**src/rtl/sxf_pkg.sv**
```systemverilog
package sxf_pkg;

   localparam int SCREEN_WIDTH = 64;
   localparam int SCREEN_HEIGHT = 32;

   localparam int SPRITE_W = 8;
   localparam int PIXEL_X_W = 6;
   localparam int ROW_Y_W = 5;

   localparam int ROW_AW = $clog2(SCREEN_HEIGHT);
   localparam int COL_AW = $clog2(SCREEN_WIDTH);
   localparam int ROW_Y_EXT_W = ROW_Y_W + ROW_AW;
   localparam int COL_SUM_W = PIXEL_X_W + COL_AW;

   localparam logic OP_DRAW = 1'b0;
   localparam logic OP_CLEAR = 1'b1;

   typedef struct packed {
      logic operation;
      logic [PIXEL_X_W-1:0] pixel_x;
      logic [ROW_Y_W-1:0] row_y;
      logic [SPRITE_W-1:0] sprite_row;
      logic first_row;
      logic last_row;
   } sxf_req_type;

   typedef struct packed {
      logic [SPRITE_W-1:0] screen_pixels;
      logic collision;
      logic sprite_done;
   } sxf_rsp_type;

   typedef struct packed {
      logic load;
      logic commit;
   } sxf_cmd_type;

endpackage

```
**src/rtl/sprite_xor_framebuffer.sv**
```systemverilog
// Monochrome sprite framebuffer with XOR drawing and collision detection.
// A request on the req_ channel either clears the whole screen or XORs one
// eight-pixel sprite row into the stored bitmap at a column and screen row.
// Every request returns exactly one response on the rsp_ channel with the
// eight updated screen pixels at that place, the sticky collision flag and
// an echo of the last-row flag, or all zeros for a clear. Pixels past the
// right or bottom edge are clipped and read back as zero.
// A request is accepted when req_valid is high and req_stall is low, and a
// response is taken when rsp_valid is high and rsp_stall is low.
// Each request is done in order: a registered read of its screen row from
// the frame memory, then the XOR, the row write-back and the load of the
// response register. req_stall stays high until that last step is done.
// The response appears in the cycle after the write-back. While a response
// is stalled, the next request is still accepted and its row is read, but
// its write-back waits until the response register is free.
// A synchronous reset clears the screen at once through per-row valid bits,
// clears the collision flag and drops any pending response. A clear command
// goes through the same read and commit steps as a sprite row.
module sprite_xor_framebuffer import sxf_pkg::*; (
   input logic clock,
   input logic reset,
   input logic req_valid,
   output logic req_stall,
   input sxf_req_type req_data,
   output logic rsp_valid,
   input logic rsp_stall,
   output sxf_rsp_type rsp_data
);

   sxf_cmd_type cmd;

   sxf_ctrl u_ctrl (
      .clock(clock),
      .reset(reset),
      .req_valid(req_valid),
      .req_stall(req_stall),
      .rsp_valid(rsp_valid),
      .rsp_stall(rsp_stall),
      .cmd(cmd)
   );

   sxf_datapath u_datapath (
      .clock(clock),
      .reset(reset),
      .cmd(cmd),
      .req_data(req_data),
      .rsp_data(rsp_data)
   );

endmodule

```
**src/rtl/sxf_ram.sv**
```systemverilog
module sxf_ram #(
   parameter int WIDTH = 8,
   parameter int DEPTH = 16
) (
   input logic clock,
   input logic wen,
   input logic [$clog2(DEPTH)-1:0] waddr,
   input logic [WIDTH-1:0] wdata,
   input logic ren,
   input logic [$clog2(DEPTH)-1:0] raddr,
   output logic [WIDTH-1:0] rdata
);

   logic [WIDTH-1:0] mem_ff [DEPTH];
   logic [WIDTH-1:0] rdata_ff;

   always_ff @(posedge clock) begin
      if (wen) begin
         mem_ff[waddr] <= wdata;
      end
      if (ren) begin
         rdata_ff <= mem_ff[raddr];
      end
   end

   assign rdata = rdata_ff;

endmodule

```
**src/rtl/sxf_ctrl.sv**
```systemverilog
module sxf_ctrl import sxf_pkg::*; (
   input logic clock,
   input logic reset,
   input logic req_valid,
   output logic req_stall,
   output logic rsp_valid,
   input logic rsp_stall,
   output sxf_cmd_type cmd
);

   typedef enum logic {
      IDLE,
      BUSY
   } state_type;

   state_type state_ff, state_in;
   logic rsp_valid_ff, rsp_valid_in;
   logic out_free;

   always_comb begin
      out_free = !rsp_valid_ff || !rsp_stall;
      cmd.load = 1'b0;
      cmd.commit = 1'b0;
      state_in = state_ff;
      rsp_valid_in = rsp_valid_ff && rsp_stall;
      case (state_ff)
         IDLE: begin
            if (req_valid) begin
               cmd.load = 1'b1;
               state_in = BUSY;
            end
         end
         BUSY: begin
            if (out_free) begin
               cmd.commit = 1'b1;
               rsp_valid_in = 1'b1;
               state_in = IDLE;
            end
         end
         default: begin
            state_in = IDLE;
         end
      endcase
   end

   always_ff @(posedge clock) begin
      if (reset) begin
         state_ff <= IDLE;
         rsp_valid_ff <= 1'b0;
      end else begin
         state_ff <= state_in;
         rsp_valid_ff <= rsp_valid_in;
      end
   end

   assign req_stall = (state_ff != IDLE);
   assign rsp_valid = rsp_valid_ff;

   a_commit_needs_room: assert property (@(posedge clock) disable iff (reset)
      cmd.commit |-> (!rsp_valid || !rsp_stall))
      else $error("Result register overwritten while a response is stalled.");

   a_accept_goes_busy: assert property (@(posedge clock) disable iff (reset)
      (req_valid && !req_stall) |=> req_stall)
      else $error("Controller did not go busy after accepting a request.");

   a_commit_shows_result: assert property (@(posedge clock) disable iff (reset)
      cmd.commit |=> (rsp_valid && !req_stall))
      else $error("Committed request did not produce a response.");

endmodule

```
**src/rtl/sxf_datapath.sv**
```systemverilog
module sxf_datapath import sxf_pkg::*; (
   input logic clock,
   input logic reset,
   input sxf_cmd_type cmd,
   input sxf_req_type req_data,
   output sxf_rsp_type rsp_data
);

   sxf_req_type req_ff;
   sxf_rsp_type rsp_ff;
   logic [SCREEN_HEIGHT-1:0] row_valid_ff;
   logic collision_ff;

   logic [ROW_Y_EXT_W-1:0] req_y_ext;
   logic [ROW_Y_EXT_W-1:0] cur_y_ext;
   logic [ROW_AW-1:0] req_addr;
   logic [ROW_AW-1:0] cur_addr;
   logic row_in_range;
   logic [SCREEN_WIDTH-1:0] ram_rdata;
   logic [SCREEN_WIDTH-1:0] old_row;
   logic [SCREEN_WIDTH-1:0] new_row;
   logic [SCREEN_WIDTH-1:0] sprite_mask;
   logic [SPRITE_W-1:0] shown;
   logic collision_in;
   logic ram_wen;

   assign req_y_ext = ROW_Y_EXT_W'(req_data.row_y);
   assign cur_y_ext = ROW_Y_EXT_W'(req_ff.row_y);
   assign req_addr = req_y_ext[ROW_AW-1:0];
   assign cur_addr = cur_y_ext[ROW_AW-1:0];
   assign row_in_range = cur_y_ext < ROW_Y_EXT_W'(SCREEN_HEIGHT);

   sxf_ram #(
      .WIDTH(SCREEN_WIDTH),
      .DEPTH(SCREEN_HEIGHT)
   ) u_frame_ram (
      .clock(clock),
      .wen(ram_wen),
      .waddr(cur_addr),
      .wdata(new_row),
      .ren(cmd.load),
      .raddr(req_addr),
      .rdata(ram_rdata)
   );

   assign old_row = row_valid_ff[cur_addr] ? ram_rdata : '0;

   always_comb begin
      logic [COL_SUM_W-1:0] col_sum;
      sprite_mask = '0;
      for (int i = 0; i < SPRITE_W; i++) begin
         col_sum = COL_SUM_W'(req_ff.pixel_x) + COL_SUM_W'(i);
         if ((col_sum < COL_SUM_W'(SCREEN_WIDTH)) && req_ff.sprite_row[SPRITE_W-1-i]) begin
            sprite_mask[col_sum[COL_AW-1:0]] = 1'b1;
         end
      end
   end

   assign new_row = old_row ^ sprite_mask;

   always_comb begin
      logic [COL_SUM_W-1:0] col_sum;
      shown = '0;
      for (int i = 0; i < SPRITE_W; i++) begin
         col_sum = COL_SUM_W'(req_ff.pixel_x) + COL_SUM_W'(i);
         if ((col_sum < COL_SUM_W'(SCREEN_WIDTH)) && row_in_range) begin
            shown[SPRITE_W-1-i] = new_row[col_sum[COL_AW-1:0]];
         end
      end
   end

   always_comb begin
      collision_in = req_ff.first_row ? 1'b0 : collision_ff;
      if (row_in_range && (|(old_row & sprite_mask))) begin
         collision_in = 1'b1;
      end
   end

   assign ram_wen = cmd.commit && (req_ff.operation == OP_DRAW) && row_in_range;

   always_ff @(posedge clock) begin
      if (cmd.load) begin
         req_ff <= req_data;
      end
      if (cmd.commit) begin
         if (req_ff.operation == OP_CLEAR) begin
            rsp_ff <= '0;
         end else begin
            rsp_ff.screen_pixels <= shown;
            rsp_ff.collision <= collision_in;
            rsp_ff.sprite_done <= req_ff.last_row;
         end
      end
   end

   always_ff @(posedge clock) begin
      if (reset) begin
         row_valid_ff <= '0;
         collision_ff <= 1'b0;
      end else if (cmd.commit) begin
         if (req_ff.operation == OP_CLEAR) begin
            row_valid_ff <= '0;
            collision_ff <= 1'b0;
         end else begin
            collision_ff <= collision_in;
            if (row_in_range) begin
               row_valid_ff[cur_addr] <= 1'b1;
            end
         end
      end
   end

   assign rsp_data = rsp_ff;

   a_clear_drops_collision: assert property (@(posedge clock) disable iff (reset)
      (cmd.commit && (req_ff.operation == OP_CLEAR)) |=> (!collision_ff && (row_valid_ff == '0)))
      else $error("Clear command left screen rows or collision set.");

endmodule

```
**config.mk**
```make
export PLATFORM = sky130hd
export DESIGN_NAME = sprite_xor_framebuffer
export DESIGN_NICKNAME = d
export VERILOG_FILES = /design/src/rtl/sxf_pkg.sv /design/src/rtl/sprite_xor_framebuffer.sv /design/src/rtl/sxf_ram.sv /design/src/rtl/sxf_ctrl.sv /design/src/rtl/sxf_datapath.sv
export SDC_FILE = /design/constraint.sdc
export NUM_CORES = 2
export LEC_CHECK = 0
export BUFFER_PORTS_ARGS = -buffer_cell sky130_fd_sc_hd__buf_2
export CAP_MARGIN = 20
export CELL_PAD_IN_SITES_DETAIL_PLACEMENT = 0
export CELL_PAD_IN_SITES_GLOBAL_PLACEMENT = 1
export CORE_MARGIN = 2
export CORE_UTILIZATION = 43
export CTS_CLUSTER_SIZE = 14
export DETAILED_ROUTE_END_ITERATION = 12
export PLACE_DENSITY_LB_ADDON = 0.2
export SLEW_MARGIN = 20
export SYNTH_ARGS = -nofsm -noshare
export SYNTH_HDL_FRONTEND = slang
export SYNTH_SLANG_ARGS = --single-unit
```
**constraint.sdc**
```tcl
create_clock -name clock -period 5.5 [get_ports clock]
set_input_delay 0 -clock clock [delete_from_list [all_inputs] [get_ports clock]]
set_output_delay 0 -clock clock [all_outputs]
set_load 0.05 [all_outputs]
```
==> results.json <==
{
  "run_status": "completed",
  "track_usage": 0.2764,
  "vias": 48920,
  "slew-limit-headroom": 0.2245,
  "cp-end-kind": "flop",
  "area_growth_syn_to_layout_pct": 15.33,
  "wl_per_cell_um": 38.35,
  "cts-root-buf": "clkbuf_16",
  "grt_max_degree": 82,
  "ys_ff_latch": 2179,
  "swShare": 0.2287,
  "overflow": 0,
  "fin_crit_ns": 5.452,
  "yosysMostFrequentCell": "edfxtp_1",
  "multi_input_area_um2": 24430,
  "synth.largest_area_cell": "edfxtp_1",
  "dp_cells": 7305,
  "numCtsBuffers": 218,
  "synth_common_cells": "edfxtp_1 (2144), mux4_2 (728), nor2_1 (175)",
  "yosys-mux-area-fraction": 0.1920,
  "dp_hpwl_um": 176400,
  "netlist_area_um2": 90410,
  "synth-simple-area-share": 0.03079,
  "grt_util_met3": 0.04180,
  "yosys.area.top_type_share": 0.7121,
  "die_h_um": 462.5,
  "clk_pin_slew_worst_paths_ns": 0.07,
  "power_density_nw_per_um2": 341.3,
  "syn_inst": 4289,
  "synth_edf_count": 2144,
  "first_pass_iters": 5,
  "clk_latency_ns": 0.87,
  "grt_setup_unrepaired": "false",
  "tightest_slew_ns": 1.163,
  "clock-sinks": 2179,
  "crit_arrival_ns": 6.07,
  "die_w_um": 462.5,
  "yosysSeqAreaShare": 0.7199,
  "stdcell_count": 7754,
  "layout-drive-gt1-share": 0.3290,
  "slew_viol_final": 0,
  "via_per_inst": 6.308,
  "cts_tree": "done",
  "synthArstFlopShare": 0,
  "pwr-share-clk": 0.401,
  "coreArea_um2": 209400,
  "totalWireLength_um": 297400,
  "grt_antenna_before_repair": 9,
  "comb_power_share": 0.078,
  "synth_ff_type": "edfxtp_1",
  "critical_path_class": "reg2reg",
  "first_iter_violations": 5727,
  "synthAdderAreaFrac": 0.01010,
  "worstPathRequired_ns": 6.12,
  "die_area_um2": 213900,
  "synth_xor_xnor_area_share": 0.003612,
  "cap_viol_max_count": 0,
  "htreeDepth": 4,
  "first_global_vias": 48910,
  "finClkSkew_ns": 0.07725,
  "drtAntennaViolNets": 0,
  "grt_most_used_layer": "met2",
  "max-vdd-ir-drop_mv": 0.3089,
  "p_sw_uw": 8139,
  "fmax_mhz": 183.4,
  "synth_top_family_by_area": "multiplexers",
  "start_kind": "flop",
  "internal_power_uw": 27450,
  "rows": 168,
  "min_path_type": "in2reg",
  "gp_congestion": 1.012,
  "seqPwrFrac": 0.521,
  "finalCritPeriodShare": 0.9912,
  "pin_count": 38,
  "grt_use_met1": 0.3972,
  "ys_warn_count": 0,
  "synth_compound_area_frac": 0.03017,
  "crit_fanout": 16,
  "synthTopCellsByArea": "edfxtp_1 (71%), mux4_2 (18%), ha_1 (1.0%)",
  "synth_area_per_cell_um2": 21.08,
  "fillers": 17090,
  "io_buffers": 37,
  "syn_nets": 4388,
  "setup-violations-final": 0,
  "route.detailed.drc": 0,
  "use_met2": 0.4387,
  "grt_pass1_wl_um": 409200,
  "start_util": 0.4318,
  "ys_types": 73,
  "power_uw": 35590,
  "cts_buffer_depth": 3,
  "p_leak_uw": 0.03241,
  "hold_viol": 0,
  "ff_latch_area_um2": 65080,
  "fin_nets": 4864
}
==> power groups by stage <==
stage | Clock, uW | Sequential, uW | Combinational, uW
floorplan | 0 | 18900 | 1560
global placement | 0 | 18900 | 2740
detailed placement | 0 | 18900 | 2740
CTS | 14600 | 18500 | 2780
global route | 15200 | 18500 | 2910
finish | 14300 | 18500 | 2780
==> cells in the final DEF, fill, tap and decap left out, types with 14 or more instances in the layout <==
cell           instances
inv_1                 15
mux2i_1               20
clkbuf_16            220
o22ai_1               68
edfxtp_1            2144
buf_12                44
buf_4                369
xnor2_1               17
nor3_1                21
nor4_1                19
nand3_1               61
nand2_1              110
nand4_1               20
o21a_1                36
clkbuf_1              46
a21oi_1               27
a211oi_1              19
a221oi_1              60
a31oi_1               16
nor2_1               142
ha_1                  72
clkinv_1              50
a22oi_1               23
and2_1                82
nor2_4                32
mux4_2               728
dlygate4sd3_1         44
buf_2                 32
clkinv_2              49
mux2_2                68
dfxtp_1               35
nor2b_1               14
o211ai_1              30
==> path summary, 6_finish.rpt <==
path	from	end	slack, ns	cells past startpoint
max reg2reg	u_datapath.req_ff[17]	u_datapath.rsp_data[2]	0.05	13
max	u_datapath.req_ff[17]	u_datapath.rsp_data[2]	0.05	13
min reg2reg	u_datapath.row_valid_ff[27]	u_datapath.row_valid_ff[27]	0.46	1
min	reset	u_datapath.collision_ff	0.08	3
==> through the flow <==
step	utilization	setup TNS (ns)	hold WS, ns	setup WS [ns]	area (um^2)
finish	0.4980	0	0.08154	0.04823	104300
detailed placement	0.4629	0	0.1870	0.02883	96920
global placement	0.4629	-0.1184	0.1850	-0.1058	96920
CTS	0.4977	0	0.01234	0.03849	104200
floorplan	-	0	0.07238	0.1082	90410
global route	0.4980	0	0.05537	0.008364	104300
==> cell families (layout without fill, tap and decap cells) <==
family                   Yosys count  in the layout
AO/OA/AOI/OAI                    367            367
XOR/XNOR                          30             30
adder cells (fa/ha/maj)           73             73
buffers and inverters            256            913
flip-flops                      2179           2179
multiplexers                     816            816
other                              0              3
AND/OR/NAND/NOR                  568            568
==> final cells by class <==
type                    count  share of cell area
clock buffers             270             0.05498
multi-input cells        1854              0.2343
diodes                      3          0.00007200
repair buffers            495             0.04153
flip-flops and latches   2179              0.6242
well taps                2805             0.03366
inverters                  17           0.0006120
clock inverters           131             0.01066
==> flip-flops by register name, indices dropped and copies added, names as in the netlist <==
signal / cells
u_ctrl.req_stall: 1
u_datapath.u_frame_ram.rdata: 64
u_datapath.u_frame_ram.mem_ff: 2048
u_datapath.req_ff: 17
u_datapath.row_valid_ff: 32
u_datapath.cur_addr: 5
u_ctrl.rsp_valid: 1
u_datapath.collision_ff: 1
u_datapath.rsp_data: 10
==> timing repair <==
item	in CTS	in global routing
pin swaps	1	1
hold endpoints to repair	167	0
resized for setup	1	7
endpoints found under the setup margin	1	6
hold buffers	44	0
setup buffers	0	0
==> per-layer routing <==
metal | routed length (um) | share of wire
met1 | 128500 | 0.43
met2 | 141500 | 0.48
met3 | 17760 | 0.060
met4 | 9598 | 0.032
met5 | 34 | 0.00011
==> critical path, stage by stage (launching register included) <==
cell	delay (ns)
edfxtp_1	0.47
ha_1	0.26
buf_4	0.27
nor2b_1	0.34
xnor2_2	0.32
and3_1	0.40
and3_1	0.26
a2111oi_1	0.41
o211ai_1	0.47
ha_1	0.50
mux4_2	0.59
a2111oi_1	0.54
a2111oi_0	0.15
o211a_1	0.23
No activity file was read; power rests on OpenSTA's default activity.
